`config.mk`:
```
export PLATFORM = sky130hd
export DESIGN_NAME = alarm_clock_button_controller_top
export DESIGN_NICKNAME = d
export VERILOG_FILES = /design/src/rtl/acbc_pkg.sv /design/src/rtl/alarm_clock_button_controller_top.sv /design/src/rtl/acbc_in_stage.sv /design/src/rtl/acbc_core.sv /design/src/rtl/acbc_out_stage.sv
export SDC_FILE = /design/constraint.sdc
export NUM_CORES = 1
export LEC_CHECK = 0
export ABC_AREA = 1
export BUFFER_PORTS_ARGS = -buffer_cell sky130_fd_sc_hd__buf_2
export CORE_MARGIN = 2
export CORE_UTILIZATION = 45
export DETAILED_ROUTE_END_ITERATION = 16
export GPL_TIMING_DRIVEN = 0
export HOLD_SLACK_MARGIN = 0.03
export PLACE_DENSITY_LB_ADDON = 0.05
export SLEW_MARGIN = 10
export SYNTH_ARGS = -nofsm -noshare
export SYNTH_HDL_FRONTEND = slang
export SYNTH_HIERARCHICAL = 1
export SYNTH_SLANG_ARGS = --single-unit
```
`constraint.sdc`:
```
create_clock -name clk -period 2.8 [get_ports clk]
set_input_delay 0.28 -clock clk [delete_from_list [all_inputs] [get_ports clk]]
set_output_delay 0.28 -clock clk [all_outputs]
set_load 0.005 [all_outputs]
```
`src/rtl/acbc_pkg.sv`:
```
package acbc_pkg;

  localparam logic [2:0] FUNC_TICK   = 3'd0;
  localparam logic [2:0] FUNC_MENU   = 3'd1;
  localparam logic [2:0] FUNC_MODE   = 3'd2;
  localparam logic [2:0] FUNC_HOUR   = 3'd3;
  localparam logic [2:0] FUNC_MINUTE = 3'd4;

  localparam logic [1:0] MODE_AM  = 2'd0;
  localparam logic [1:0] MODE_PM  = 2'd1;
  localparam logic [1:0] MODE_24  = 2'd2;
  localparam logic [1:0] MODE_RAW = 2'd3;

  localparam logic [1:0] DRIVE_NONE    = 2'd0;
  localparam logic [1:0] DRIVE_ALL_OFF = 2'd1;
  localparam logic [1:0] DRIVE_TOGGLE  = 2'd2;
  localparam logic [1:0] DRIVE_LED_OFF = 2'd3;

  localparam logic [7:0] HOUR24_MAX  = 8'd23;
  localparam logic [7:0] HOUR12_MAX  = 8'd12;
  localparam logic [7:0] MINUTE_MAX  = 8'd59;
  localparam logic [7:0] WEEKDAY_MAX = 8'd7;
  localparam logic [7:0] MDAY_MAX    = 8'd31;
  localparam logic [7:0] MONTH_MAX   = 8'd12;

  localparam logic [7:0] RING_LIMIT_RESET = 8'd110;

  typedef enum logic [1:0] {
    PAGE_NORMAL   = 2'd0,
    PAGE_CLOCK    = 2'd1,
    PAGE_CALENDAR = 2'd2,
    PAGE_ALARM    = 2'd3
  } page_t;

  typedef struct packed {
    logic [2:0] func;
    logic [1:0] rtc_mode;
    logic [4:0] rtc_hour;
    logic [5:0] rtc_minute;
    logic [5:0] rtc_second;
    logic [2:0] rtc_weekday;
    logic [4:0] rtc_day_of_month;
    logic [3:0] rtc_month;
  } item_t;

  typedef struct packed {
    logic       time_write;
    logic       cal_write;
    logic [1:0] new_mode;
    logic [4:0] new_hour;
    logic [5:0] new_minute;
    logic [2:0] new_weekday;
    logic [4:0] new_day_of_month;
    logic [3:0] new_month;
    logic [1:0] drive_action;
    logic       backlight_toggle;
    logic [1:0] menu_now;
    logic       alarm_on;
  } result_t;

  function automatic logic [7:0] step_wrap(logic [7:0] v, logic [7:0] max, logic [7:0] low);
    logic [8:0] s;
    s = {1'b0, v} + 9'd1;
    return (s > {1'b0, max}) ? low : s[7:0];
  endfunction

  function automatic logic [4:0] norm_alarm_hour(logic [1:0] mode, logic [4:0] hour);
    logic [4:0] h;
    h = hour;
    if (mode == MODE_AM || mode == MODE_PM) begin
      if (h == 5'd0) begin
        h = 5'd12;
      end else if (h > 5'd12 && h <= 5'd23) begin
        h = h - 5'd12;
      end
    end
    return h;
  endfunction

endpackage

```
`src/rtl/alarm_clock_button_controller_top.sv`:
```
// Channel  Direction  Handshake            Payload
// in       input      in_valid / in_stall  func, rtc_* time and date fields
// out      output     out_valid / out_stall  write flags, new_* fields, actions, menu_now, alarm_on
// cfg      input      cfg_valid / cfg_ready  cfg_data (ring_limit)
//
// One request per cycle sustained while out_stall stays low.
// The input register feeds one pass of step logic into the result register.
// Synchronous active-high rst returns the menu, alarm and ring state to defaults.
// A stalled result holds the result register; the input register then stalls too.
module alarm_clock_button_controller_top (
  input  logic       clk,
  input  logic       rst,
  input  logic       in_valid,
  output logic       in_stall,
  input  logic [2:0] func,
  input  logic [1:0] rtc_mode,
  input  logic [4:0] rtc_hour,
  input  logic [5:0] rtc_minute,
  input  logic [5:0] rtc_second,
  input  logic [2:0] rtc_weekday,
  input  logic [4:0] rtc_day_of_month,
  input  logic [3:0] rtc_month,
  output logic       out_valid,
  input  logic       out_stall,
  output logic       time_write,
  output logic       cal_write,
  output logic [1:0] new_mode,
  output logic [4:0] new_hour,
  output logic [5:0] new_minute,
  output logic [2:0] new_weekday,
  output logic [4:0] new_day_of_month,
  output logic [3:0] new_month,
  output logic [1:0] drive_action,
  output logic       backlight_toggle,
  output logic [1:0] menu_now,
  output logic       alarm_on,
  input  logic       cfg_valid,
  output logic       cfg_ready,
  input  logic [7:0] cfg_data
);
  import acbc_pkg::*;

  item_t   in_item, item;
  result_t step_result, result;
  logic    advance, fire;

  assign cfg_ready = 1'b1;

  assign in_item.func             = func;
  assign in_item.rtc_mode         = rtc_mode;
  assign in_item.rtc_hour         = rtc_hour;
  assign in_item.rtc_minute       = rtc_minute;
  assign in_item.rtc_second       = rtc_second;
  assign in_item.rtc_weekday      = rtc_weekday;
  assign in_item.rtc_day_of_month = rtc_day_of_month;
  assign in_item.rtc_month        = rtc_month;

  acbc_in_stage u_in (
    .clk      (clk),
    .rst      (rst),
    .in_valid (in_valid),
    .in_stall (in_stall),
    .in_item  (in_item),
    .advance  (advance),
    .fire     (fire),
    .item     (item)
  );

  acbc_core u_core (
    .clk       (clk),
    .rst       (rst),
    .fire      (fire),
    .item      (item),
    .cfg_valid (cfg_valid && cfg_ready),
    .cfg_data  (cfg_data),
    .result    (step_result)
  );

  acbc_out_stage u_out (
    .clk       (clk),
    .rst       (rst),
    .fire      (fire),
    .result_in (step_result),
    .advance   (advance),
    .out_valid (out_valid),
    .out_stall (out_stall),
    .result    (result)
  );

  assign time_write       = result.time_write;
  assign cal_write        = result.cal_write;
  assign new_mode         = result.new_mode;
  assign new_hour         = result.new_hour;
  assign new_minute       = result.new_minute;
  assign new_weekday      = result.new_weekday;
  assign new_day_of_month = result.new_day_of_month;
  assign new_month        = result.new_month;
  assign drive_action     = result.drive_action;
  assign backlight_toggle = result.backlight_toggle;
  assign menu_now         = result.menu_now;
  assign alarm_on         = result.alarm_on;

endmodule

```
`src/rtl/acbc_in_stage.sv`:
```
module acbc_in_stage (
  input  logic            clk,
  input  logic            rst,
  input  logic            in_valid,
  output logic            in_stall,
  input  acbc_pkg::item_t in_item,
  input  logic            advance,
  output logic            fire,
  output acbc_pkg::item_t item
);
  import acbc_pkg::*;

  logic held;

  assign in_stall = held && !advance;
  assign fire     = held && advance;

  always_ff @(posedge clk) begin
    if (rst) begin
      held <= 1'b0;
    end else if (!in_stall) begin
      held <= in_valid;
    end
  end

  always_ff @(posedge clk) begin
    if (!in_stall && in_valid) begin
      item <= in_item;
    end
  end

endmodule

```
`src/rtl/acbc_core.sv`:
```
module acbc_core (
  input  logic              clk,
  input  logic              rst,
  input  logic              fire,
  input  acbc_pkg::item_t   item,
  input  logic              cfg_valid,
  input  logic [7:0]        cfg_data,
  output acbc_pkg::result_t result
);
  import acbc_pkg::*;

  page_t      page, page_next;
  logic [7:0] ring_limit;
  logic [1:0] set_clock_mode, set_clock_mode_next;
  logic [4:0] set_clock_hour, set_clock_hour_next;
  logic [5:0] set_clock_minute, set_clock_minute_next;
  logic [2:0] set_weekday, set_weekday_next;
  logic [4:0] set_day_of_month, set_day_of_month_next;
  logic [3:0] cal_month, cal_month_next;
  logic [1:0] alarm_mode, alarm_mode_next;
  logic [4:0] alarm_hour, alarm_hour_next;
  logic [5:0] alarm_minute, alarm_minute_next;
  logic       alarm_enabled, alarm_enabled_next;
  logic       alarm_ringing, alarm_ringing_next;
  logic [7:0] ring_count, ring_count_next;

  logic       tw, cw, blt, ring_hit;
  logic [1:0] drive, o_mode, am_tmp;
  logic [4:0] o_hour, ah_tmp;
  logic [5:0] o_minute;
  logic [2:0] o_wday;
  logic [4:0] o_mday;
  logic [3:0] o_month;

  always_comb begin
    page_next = page;
    if (item.func == FUNC_MENU) begin
      page_next = page_t'(page + 2'd1);
    end
  end

  always_comb begin
    set_clock_mode_next   = set_clock_mode;
    set_clock_hour_next   = set_clock_hour;
    set_clock_minute_next = set_clock_minute;
    set_weekday_next      = set_weekday;
    set_day_of_month_next = set_day_of_month;
    cal_month_next        = cal_month;
    alarm_mode_next       = alarm_mode;
    alarm_hour_next       = alarm_hour;
    alarm_minute_next     = alarm_minute;
    alarm_enabled_next    = alarm_enabled;
    alarm_ringing_next    = alarm_ringing;
    ring_count_next       = ring_count;
    tw       = 1'b0;
    cw       = 1'b0;
    blt      = 1'b0;
    drive    = DRIVE_NONE;
    ring_hit = 1'b0;
    am_tmp   = alarm_mode;
    ah_tmp   = alarm_hour;
    o_mode   = item.rtc_mode;
    o_hour   = item.rtc_hour;
    o_minute = item.rtc_minute;
    o_wday   = item.rtc_weekday;
    o_mday   = item.rtc_day_of_month;
    o_month  = item.rtc_month;
    case (item.func)
      FUNC_TICK: begin
        if (page == PAGE_NORMAL) begin
          ring_hit = alarm_ringing ||
                     (alarm_mode == item.rtc_mode && alarm_hour == item.rtc_hour &&
                      alarm_minute == item.rtc_minute && item.rtc_second == 6'd0);
          alarm_ringing_next = ring_hit;
          if (!ring_hit || !alarm_enabled) begin
            ring_count_next = 8'd0;
            drive = DRIVE_ALL_OFF;
          end else begin
            drive = DRIVE_TOGGLE;
            if (ring_count >= ring_limit) begin
              alarm_ringing_next = 1'b0;
              ring_count_next = 8'd0;
            end else begin
              ring_count_next = ring_count + 8'd1;
            end
          end
        end
      end
      FUNC_MENU: begin
        if (page_next == PAGE_NORMAL) begin
          set_clock_hour_next   = 5'd0;
          set_clock_minute_next = 6'd0;
          set_weekday_next      = 3'd1;
          set_day_of_month_next = 5'd1;
          cal_month_next        = 4'd1;
        end else if (page_next == PAGE_ALARM) begin
          alarm_hour_next = norm_alarm_hour(alarm_mode, alarm_hour);
        end
      end
      FUNC_MODE: begin
        case (page)
          PAGE_NORMAL: begin
            if (item.rtc_mode == MODE_24) begin
              if (item.rtc_hour == 5'd0) begin
                o_mode = MODE_AM;
                o_hour = 5'd12;
              end else if (item.rtc_hour < 5'd12) begin
                o_mode = MODE_AM;
              end else if (item.rtc_hour == 5'd12) begin
                o_mode = MODE_PM;
              end else begin
                o_mode = MODE_PM;
                o_hour = item.rtc_hour - 5'd12;
              end
            end else if (item.rtc_mode == MODE_AM) begin
              o_mode = MODE_24;
              if (item.rtc_hour == 5'd12) begin
                o_hour = 5'd0;
              end
            end else if (item.rtc_mode == MODE_PM) begin
              o_mode = MODE_24;
              if (item.rtc_hour != 5'd12) begin
                o_hour = item.rtc_hour + 5'd12;
              end
            end
            tw = 1'b1;
            set_clock_mode_next = o_mode;
            alarm_mode_next     = o_mode;
          end
          PAGE_CLOCK: begin
            if (item.rtc_mode == MODE_AM) begin
              o_mode = MODE_PM;
            end else if (item.rtc_mode == MODE_PM) begin
              o_mode = MODE_AM;
            end
            if (o_mode != MODE_RAW) begin
              set_clock_mode_next = o_mode;
            end
            tw = 1'b1;
          end
          PAGE_CALENDAR: begin
            set_weekday_next = 3'(step_wrap(8'(set_weekday), WEEKDAY_MAX, 8'd1));
            o_wday = set_weekday_next;
            cw = 1'b1;
          end
          default: begin
            if (alarm_mode == MODE_AM) begin
              am_tmp = MODE_PM;
            end else if (alarm_mode == MODE_PM) begin
              am_tmp = MODE_AM;
            end
            alarm_mode_next = am_tmp;
            alarm_hour_next = norm_alarm_hour(am_tmp, alarm_hour);
          end
        endcase
      end
      FUNC_HOUR: begin
        case (page)
          PAGE_NORMAL: begin
            if (alarm_ringing) begin
              drive = DRIVE_LED_OFF;
              alarm_ringing_next = 1'b0;
            end else begin
              alarm_enabled_next = !alarm_enabled;
            end
          end
          PAGE_CLOCK: begin
            if (set_clock_mode == MODE_24) begin
              set_clock_hour_next = 5'(step_wrap(8'(set_clock_hour), HOUR24_MAX, 8'd0));
              o_hour = set_clock_hour_next;
              tw = 1'b1;
            end else if (set_clock_mode == MODE_AM || set_clock_mode == MODE_PM) begin
              set_clock_hour_next = 5'(step_wrap(8'(set_clock_hour), HOUR12_MAX, 8'd1));
              o_hour = set_clock_hour_next;
              tw = 1'b1;
            end
          end
          PAGE_CALENDAR: begin
            set_day_of_month_next = 5'(step_wrap(8'(set_day_of_month), MDAY_MAX, 8'd1));
            o_mday = set_day_of_month_next;
            cw = 1'b1;
          end
          default: begin
            if (alarm_mode == MODE_24) begin
              ah_tmp = 5'(step_wrap(8'(alarm_hour), HOUR24_MAX, 8'd0));
            end else if (alarm_mode == MODE_AM || alarm_mode == MODE_PM) begin
              ah_tmp = 5'(step_wrap(8'(alarm_hour), HOUR12_MAX, 8'd1));
            end
            alarm_hour_next = norm_alarm_hour(alarm_mode, ah_tmp);
          end
        endcase
      end
      FUNC_MINUTE: begin
        case (page)
          PAGE_NORMAL: begin
            blt = 1'b1;
          end
          PAGE_CLOCK: begin
            set_clock_minute_next = 6'(step_wrap(8'(set_clock_minute), MINUTE_MAX, 8'd0));
            o_minute = set_clock_minute_next;
            tw = 1'b1;
          end
          PAGE_CALENDAR: begin
            cal_month_next = 4'(step_wrap(8'(cal_month), MONTH_MAX, 8'd1));
            o_month = cal_month_next;
            cw = 1'b1;
          end
          default: begin
            alarm_minute_next = 6'(step_wrap(8'(alarm_minute), MINUTE_MAX, 8'd0));
            alarm_hour_next   = norm_alarm_hour(alarm_mode, alarm_hour);
          end
        endcase
      end
      default: begin
      end
    endcase
  end

  always_comb begin
    result.time_write       = tw;
    result.cal_write        = cw;
    result.new_mode         = tw ? o_mode : 2'd0;
    result.new_hour         = tw ? o_hour : 5'd0;
    result.new_minute       = tw ? o_minute : 6'd0;
    result.new_weekday      = cw ? o_wday : 3'd0;
    result.new_day_of_month = cw ? o_mday : 5'd0;
    result.new_month        = cw ? o_month : 4'd0;
    result.drive_action     = drive;
    result.backlight_toggle = blt;
    result.menu_now         = page_next;
    result.alarm_on         = alarm_enabled_next;
  end

  always_ff @(posedge clk) begin
    if (rst) begin
      ring_limit <= RING_LIMIT_RESET;
    end else if (cfg_valid) begin
      ring_limit <= cfg_data;
    end
  end

  always_ff @(posedge clk) begin
    if (rst) begin
      page             <= PAGE_NORMAL;
      set_clock_mode   <= MODE_24;
      set_clock_hour   <= 5'd0;
      set_clock_minute <= 6'd0;
      set_weekday      <= 3'd1;
      set_day_of_month <= 5'd1;
      cal_month        <= 4'd1;
      alarm_mode       <= MODE_24;
      alarm_hour       <= 5'd0;
      alarm_minute     <= 6'd0;
      alarm_enabled    <= 1'b0;
      alarm_ringing    <= 1'b0;
      ring_count       <= 8'd0;
    end else if (fire) begin
      page             <= page_next;
      set_clock_mode   <= set_clock_mode_next;
      set_clock_hour   <= set_clock_hour_next;
      set_clock_minute <= set_clock_minute_next;
      set_weekday      <= set_weekday_next;
      set_day_of_month <= set_day_of_month_next;
      cal_month        <= cal_month_next;
      alarm_mode       <= alarm_mode_next;
      alarm_hour       <= alarm_hour_next;
      alarm_minute     <= alarm_minute_next;
      alarm_enabled    <= alarm_enabled_next;
      alarm_ringing    <= alarm_ringing_next;
      ring_count       <= ring_count_next;
    end
  end

  a_menu_advance: assert property (@(posedge clk) disable iff (rst)
    fire && item.func == FUNC_MENU |=> page == page_t'($past(page) + 2'd1))
    else $error("menu page did not advance");

  a_tick_ignored: assert property (@(posedge clk) disable iff (rst)
    fire && item.func == FUNC_TICK && page != PAGE_NORMAL
    |=> $stable(ring_count) && $stable(alarm_ringing))
    else $error("tick changed ringing state outside normal view");

  a_cal_page: assert property (@(posedge clk) disable iff (rst)
    fire && cw |-> page == PAGE_CALENDAR && !tw)
    else $error("calendar write outside calendar page");

  a_no_ring_no_count: assert property (@(posedge clk) disable iff (rst)
    fire && item.func == FUNC_TICK && page == PAGE_NORMAL && !alarm_enabled
    |=> ring_count == 8'd0)
    else $error("ring count advanced while alarm disabled");

endmodule

```
`src/rtl/acbc_out_stage.sv`:
```
module acbc_out_stage (
  input  logic              clk,
  input  logic              rst,
  input  logic              fire,
  input  acbc_pkg::result_t result_in,
  output logic              advance,
  output logic              out_valid,
  input  logic              out_stall,
  output acbc_pkg::result_t result
);
  import acbc_pkg::*;

  assign advance = !out_valid || !out_stall;

  always_ff @(posedge clk) begin
    if (rst) begin
      out_valid <= 1'b0;
    end else if (advance) begin
      out_valid <= fire;
    end
  end

  always_ff @(posedge clk) begin
    if (advance && fire) begin
      result <= result_in;
    end
  end

endmodule

```
==> results_dict.tcl, run 1 <==
set metrics [dict create \
    status "complete, no violations" \
    portBuffers 81 \
    clk_latency_ps 420 \
    routedWlPerCell_um 14.57 \
    synth_cell_types 51 \
    max_slew.worst_pin.slew_ps 817.2 \
    die_h_um 129.9 \
    fin_crit_sh_pct 90.82 \
    syn-instance-count 858 \
    clock_sinks 127 \
    num-fill-cells 1485 \
    synth_area_leaders "edfxtp_1 (28%), dfxtp_1 (17%), ha_1 (7.5%)" \
    cts_tree "built" \
    rows 46 \
    antenna_cells 0 \
    drv_cap 0 \
    power_mw 4.601 \
    arrival_ps 2820 \
    antenna_found_initial 0 \
    grt_pass1_vias 5643 \
    p_per_area_nw_per_um2 524.6 \
    grt_max_degree 28 \
    drt_iter0_drc 380 \
    p_leak_nw 3.672 \
    vias 6150 \
    first_pass_iters 5 \
    grt_overflow 0 \
    final_layout_size_suffix_gt1_share_pct 17.11 \
    die-area_um2 16880 \
    finalSetupViolations 0 \
    synth-seq-cells 127 \
    finalSetupTns_ps 0 \
    core_area_um2 15710 \
    clockBufferDepth 2 \
    synth_xor_area_share_pct 2.578 \
    drc_errors 0 \
    pre_cts_ws_ps 195.0 \
    holdWs_ps 53.80 \
    synth.mux.area_fraction_pct 0 \
    cp_top_family "simple AND/OR/NAND/NOR gates" \
    vias_per_cell 5.037 \
    crit_path_top_delay_cell "dfxtp_1" \
    end_kind "flip-flop" \
    max_stage_delay_ps 520 \
    synth_top_cell_by_area "edfxtp_1" \
    io_pins 83 \
    fin_crit_ps 2543 \
    hp-class "input port to flip-flop" \
    clk_pin_slew_worst_paths_ps 60 \
    ys.flop_type "edfxtp_1" \
    synth-compound-area-share_pct 16.27 \
    initial_core_util_pct 45.41 \
    postSynthAreaPerCell_um2 8.317 \
    drt-total-wl_mm 17.79 \
    ant_nets 0 \
    grt_pass1_wl_mm 28.47 \
    htreeDepth 4 \
    synth-async-reset-ratio_pct 0 \
    die_x_um 129.9 \
    fmax_ghz 0.3933 \
    synth.cell_area_um2 7136 \
    final-seq-area_um2 3213 \
    finalHoldViolCount 0 \
    synth_nets 948 \
    synth_warnings 6 \
    finClkSkew_ps 11.13 \
    slew_viol_final 0 \
    rsz0062_at_grt "no" \
    start_kind "flip-flop" \
    synth_top_area_share_pct 28.20 \
    synthToLayoutAreaGrowth_pct 22.90 \
    dp_cells 1157 \
    crit_path_cell_trace "ha_1 > nand2_1 > nand2_1 > nand2_2 > a21oi_2 > nand3_2 > a21oi_4 > inv_2 > ha_1 > inv_1 > nor2_1 > nand3_1 > nand2_1 > a21oi_1 > nand2_1 > nand2_1 > a21oi_2" \
    hpwl_mm 13.10 \
    gp_congestion 0.9144 \
    cp_common_cell "nand2_1" \
    setup_ws_ps 257.1 \
    path_buf_inv 2 \
    finish.net_count 1082 \
    synth-edff-count 67 \
    instances_no_fill 1221 \
    synth_fa_ha_area_share_pct 7.540 \
    yosys.area_share.simple_pct 20.95 \
    cts-root-buf "clkbuf_16" \
    critPathRequiredTime_ps 3070 \
    synth_top_family_by_area "simple AND/OR/NAND/NOR gates" \
    slew-limit-headroom_pct 45.52 \
    yosysSeqAreaShare_pct 45.03 \
    ir_drop_mv 0.4289 \
    track_usage_pct 22.06 \
    cp_max_fo 9 \
    multi_input_area_um2 3403 \
    cts_inserted_buffers 17 \
    crit_type "flip-flop to flip-flop" \
]
## cells in the mapped netlist, types with 2 or more instances
| master | count |
|---|---|
| xor2_1 | 15 |
| a21oi_1 | 84 |
| a41oi_1 | 2 |
| o221ai_1 | 2 |
| nand3b_1 | 3 |
| o211ai_1 | 6 |
| buf_4 | 6 |
| o21ai_0 | 63 |
| nand2_1 | 140 |
| inv_1 | 109 |
| o22ai_1 | 7 |
| a31oi_1 | 3 |
| clkbuf_1 | 8 |
| nor3_1 | 9 |
| nor3b_1 | 3 |
| inv_2 | 9 |
| clkinv_1 | 2 |
| nor2_4 | 3 |
| nand2_2 | 10 |
| nand3_2 | 3 |
| o2111ai_1 | 4 |
| dfxtp_1 | 60 |
| a211oi_1 | 7 |
| o31ai_1 | 2 |
| o221a_2 | 2 |
| nand3_1 | 54 |
| nor2_1 | 71 |
| buf_2 | 3 |
| nor2_2 | 8 |
| nand4_1 | 17 |
| a21oi_2 | 5 |
| or2_2 | 4 |
| ha_1 | 43 |
| o21ai_1 | 2 |
| edfxtp_1 | 67 |
| a32oi_1 | 2 |
| xnor2_1 | 6 |
## layer usage
| metal | vias to the layer above | part of all wire [%] | global-route usage, % |
|---|---|---|---|
| li1 | 3196 | - | - |
| met1 | 2796 | 49 | 30.42 |
| met2 | 138 | 46 | 34.86 |
| met3 | 20 | 3.7 | 4.961 |
| met4 | 0 | 1.5 | 6.578 |
| met5 | - | 0 | 0 |
## sequential cells by signal, indices dropped and copies added (netlist names), 6 cells and up
signal	count
u_core/ring_count	8
u_out/result	33
u_core/set_clock_minute	6
u_core/ring_limit	8
u_in/item	34
u_core/alarm_minute	6
## area by class of cell
class	count	share of cell area, %
multi-input combinational	594	38.81
sequential	127	36.64
timing repair buffer	115	8.817
inverter	120	5.136
clock buffer	17	4.851
tap	216	3.082
clock inverter	15	1.641
buffer	17	1.027
## worst register-to-register path, stage by stage (launching register included)
cell and delay [ps]:
dfxtp_1 520, ha_1 310, nand2_1 80, nand2_1 70
nand2_2 90, a21oi_2 220, nand3_2 130, a21oi_4 200
inv_2 60, ha_1 190, inv_1 50, nor2_1 40
nand3_1 70, nand2_1 70, a21oi_1 120, nand2_1 70
nand2_1 70, a21oi_2 50
## placed cells by master (no fill, tap or decap), types with 32 or more instances in the layout
cell type,synthesis,layout
buf_2,3,84
nor2_1,71,71
ha_1,43,43
a21oi_1,84,83
o21ai_0,63,63
nand3_1,54,54
dfxtp_1,60,60
inv_1,109,109
edfxtp_1,67,67
nand2_1,140,140
dlygate4sd3_1,0,32
## repair_timing
item	in CTS	in global routing
gates resized for setup	0	1
endpoints found under the setup margin	0	2
endpoints found under the hold margin	29	3
buffers inserted	0	0
hold buffers	29	3
## metrics by stage
stage | utilization [%] | area (um2)
after floorplan | - | 7136
after global placement | 49.71 | 7811
after detailed placement | 50.12 | 7875
after CTS | 55.59 | 8735
after global routing | 55.81 | 8770
final | 55.81 | 8770
## path summary, 6_finish.rpt
path	start	endpoint	slack, ps	cells after the start
setup reg to reg	u_core/alarm_hour[2]$_SDFFE_PP0P_	u_core/alarm_hour[3]$_SDFFE_PP0P_	260	17
hold / removal	rtc_second[5]	u_in/item[17]$_DFFE_PP_	50	1
setup / recovery	u_core/alarm_hour[2]$_SDFFE_PP0P_	u_core/alarm_hour[3]$_SDFFE_PP0P_	260	17
hold reg to reg	u_core/ring_limit[1]$_SDFFE_PP1P_	u_core/ring_limit[1]$_SDFFE_PP1P_	470	2
## where the power goes
part / total (mW) / switching [mW] / internal (mW)
combinational: 0.402 / 0.240 / 0.162
sequential: 2.09 / 0.0438 / 2.04
clock: 2.11 / 0.814 / 1.30
total: 4.60 / 1.10 / 3.50
## logic make-up (layout without fill, tap and decap cells)
kind of cell | after synthesis | after routing
AOI/OAI and AO/OA | 200 | 200
and+or+nand+nor | 329 | 329
buffers and inverters | 137 | 284
adders and majority gates | 43 | 43
xor gates and xnor gates | 21 | 21
other | 1 | 1
DFF | 127 | 127
(Power assumes the default switching activity.)
==> run 2: changes to the inputs <==
--- a/config.mk
+++ b/config.mk
@@ -7,6 +7,7 @@
 export LEC_CHECK = 0
 export ABC_AREA = 1
 export BUFFER_PORTS_ARGS = -buffer_cell sky130_fd_sc_hd__buf_2
+export CAP_MARGIN = 5
 export CORE_MARGIN = 2
 export CORE_UTILIZATION = 45
 export DETAILED_ROUTE_END_ITERATION = 16
@@ -16,5 +17,4 @@
 export SLEW_MARGIN = 10
 export SYNTH_ARGS = -nofsm -noshare
 export SYNTH_HDL_FRONTEND = slang
-export SYNTH_HIERARCHICAL = 1
 export SYNTH_SLANG_ARGS = --single-unit
==> run 2 against run 1 <==
- non-clock buffer count decreased by 2
- register-to-register slack improved by 20 ps
- sequential share of layout area increased by 0.28 points
- setup slack improved by 17 ps
- final cell count decreased by 0.49%
- largest cell class unchanged
- largest power group unchanged
- highest routed layer unchanged
==> results_dict.tcl, run 2 <==
set metrics [dict create \
    status "complete, no violations" \
    synth_area_leaders "edfxtp_1 (28%), dfxtp_1 (17%), ha_1 (7.8%)" \
    crit_type "flip-flop to flip-flop" \
    clk_latency_ps 430 \
    largest_register_ffs 34 \
    fmax_ghz 0.3959 \
    synth-edff-count 67 \
    synth-seq-cells 127 \
    placed_cell_area_um2 7787 \
    p_leak_nw 3.715 \
    finalSetupTns_ps 0 \
    die-area_um2 16810 \
    ir_drop_mv 0.4852 \
    die_h_um 129.6 \
    drv_cap 0 \
    start_kind "flip-flop" \
    first_pass_iters 5 \
    htreeDepth 4 \
    final_area_um2 8707 \
    antenna_found_initial 0 \
    finish.net_count 1082 \
    ys.flop_type "edfxtp_1" \
    drt_iter0_drc 356 \
    finClkSkew_ps 9.950 \
    synth_top_area_share_pct 28.32 \
    antenna_cells 0 \
    drt-total-wl_mm 17.29 \
    finalHoldViolCount 0 \
    power_mw 4.653 \
    final_cell_mix "nand2_1 (143), inv_1 (117), a21oi_1 (91)" \
    synth_nets 949 \
    fin_crit_ps 2526 \
    drc_errors 0 \
    critPathRequiredTime_ps 3160 \
    track_usage_pct 21.71 \
    yosysSeqAreaShare_pct 45.24 \
    synthToLayoutAreaGrowth_pct 22.58 \
    die_x_um 129.6 \
    cts_inserted_buffers 17 \
    end_kind "flip-flop" \
    slew-limit-headroom_pct 49.06 \
    synth_warnings 0 \
    final_common_cell "nand2_1" \
    synth.cell_area_um2 7103 \
    max_slew.worst_pin.slew_ps 763.0 \
    grt_pass1_vias 5756 \
    clockBufferDepth 2 \
    vias_per_cell 5.047 \
    io_pins 83 \
    top_register "u_in.item" \
    instances_no_fill 1215 \
    cp_max_fo 8 \
    postSynthAreaPerCell_um2 8.279 \
    final_layout_size_suffix_gt1_share_pct 14.94 \
    cts-root-buf "clkbuf_16" \
    initial_core_util_pct 46.38 \
    grt_max_degree 35 \
    rsz0062_at_grt "no" \
    finalSetupViolations 0 \
    grt_pass1_wl_mm 28.29 \
    vias 6132 \
    synth-async-reset-ratio_pct 0 \
    synth_top_cell_by_area "edfxtp_1" \
    ant_nets 0 \
    syn-instance-count 858 \
    top_regs "u_in.item (34), u_out.result (33)" \
    routedWlPerCell_um 14.23 \
    grt_overflow 0 \
    cts_tree "built" \
    holdWs_ps 43.63 \
    gp_congestion 0.8642 \
    hpwl_mm 12.50 \
    p_per_area_nw_per_um2 534.4 \
    portBuffers 80 \
    rows 45 \
    netlist_top_cells_count "nand2_1 (143), inv_1 (119), a21oi_1 (91), nor2_1 (73), edfxtp_1 (67)" \
    synth_most_common_cell "nand2_1" \
    arrival_ps 2880 \
    clk_pin_slew_worst_paths_ps 60 \
    synth_cell_types 48 \
    slew_viol_final 0 \
    fin_crit_sh_pct 90.22 \
    dp_cells 1150 \
    hp-class "input port to flip-flop" \
    core_area_um2 15310 \
    clock_sinks 127 \
]
## run 2: changes by cell type after synthesis, moves of 4 or more
cell	previous run	this run
a21oi_1	84	91
clkbuf_1	8	12
inv_1	109	119
nand2_2	10	2
nand3_1	54	47
nand3b_1	3	7
nand4_1	17	12
nor2_2	8	4
o211ai_1	6	12
## run 2: cell families after synthesis
kind of cell	share of synthesized area, %
other	0.05279
and+or+nand+nor	19.68
xor gates and xnor gates	2.836
DFF	45.24
AOI/OAI and AO/OA	16.82
buffers and inverters	7.627
adders and majority gates	7.751
## run 2: what timing repair did
| item | in CTS | in global routing |
|---|---|---|
| setup buffers | 0 | 0 |
| endpoints found under the setup margin | 0 | 2 |
| hold buffers | 33 | 0 |
| hold endpoints to repair | 33 | 0 |
| gates resized for setup | 0 | 2 |
## run 2: stage by stage
step	setup slack, ps	util [%]
finish	273.9	56.85
global placement	-578.4	50.72
detailed placement	290.5	50.85
global route	19.12	56.85
CTS	289.2	56.83
floorplan	395.5	-
## run 2: final timing paths
path | from | to | slack, ps | depth (start not counted)
setup reg to reg | u_core.alarm_mode[1]$_SDFFE_PP1P_ | u_core.alarm_hour[2]$_SDFFE_PP0P_ | 270 | 18
hold reg to reg | u_core.ring_limit[2]$_SDFFE_PP1P_ | u_core.ring_limit[2]$_SDFFE_PP1P_ | 460 | 2
setup / recovery | u_core.alarm_mode[1]$_SDFFE_PP1P_ | u_core.alarm_hour[2]$_SDFFE_PP0P_ | 270 | 18
hold / removal | rtc_weekday[2] | u_in.item[11]$_DFFE_PP_ | 40 | 1
## run 2: final cells by class
type | count | area (um2)
fillers | 1465 | 6608
multi-input cells | 590 | 3351
flip-flops and latches | 127 | 3214
repair buffers | 114 | 750.7
inverters | 125 | 469.2
plain buffers | 16 | 72.57
well taps | 211 | 264.0
clock buffers | 17 | 425.4
clock inverters | 15 | 160.2
## run 2: where the power goes
part	total (mW)	internal (mW)	switching, mW
sequential	2.08	2.04	0.0378
combinational	0.390	0.152	0.238
clock	2.19	1.32	0.870
total	4.65	3.51	1.15
## run 2: critical path, cell delays in order (launching register included)
cell     delay [ps]
dfxtp_1         370
inv_1           110
ha_1            220
nor2_4          240
inv_1           170
nand2_1          90
nor2_1           50
nand3_1          80
nand3_1         170
inv_1           120
ha_1            140
inv_1            40
nor3_1          180
nand3_1          90
nand2_1          90
inv_1            40
nand3_1          80
nand2_1          60
a21oi_1         120
## run 2: per-layer routing
metal | track usage (%) | vias up | wire (um)
li1 | - | 3179 | -
met1 | 30.44 | 2783 | 8629
met2 | 33.08 | 142 | 7567
met3 | 4.294 | 28 | 702
met4 | 8.602 | 0 | 387
met5 | 0 | - | 0
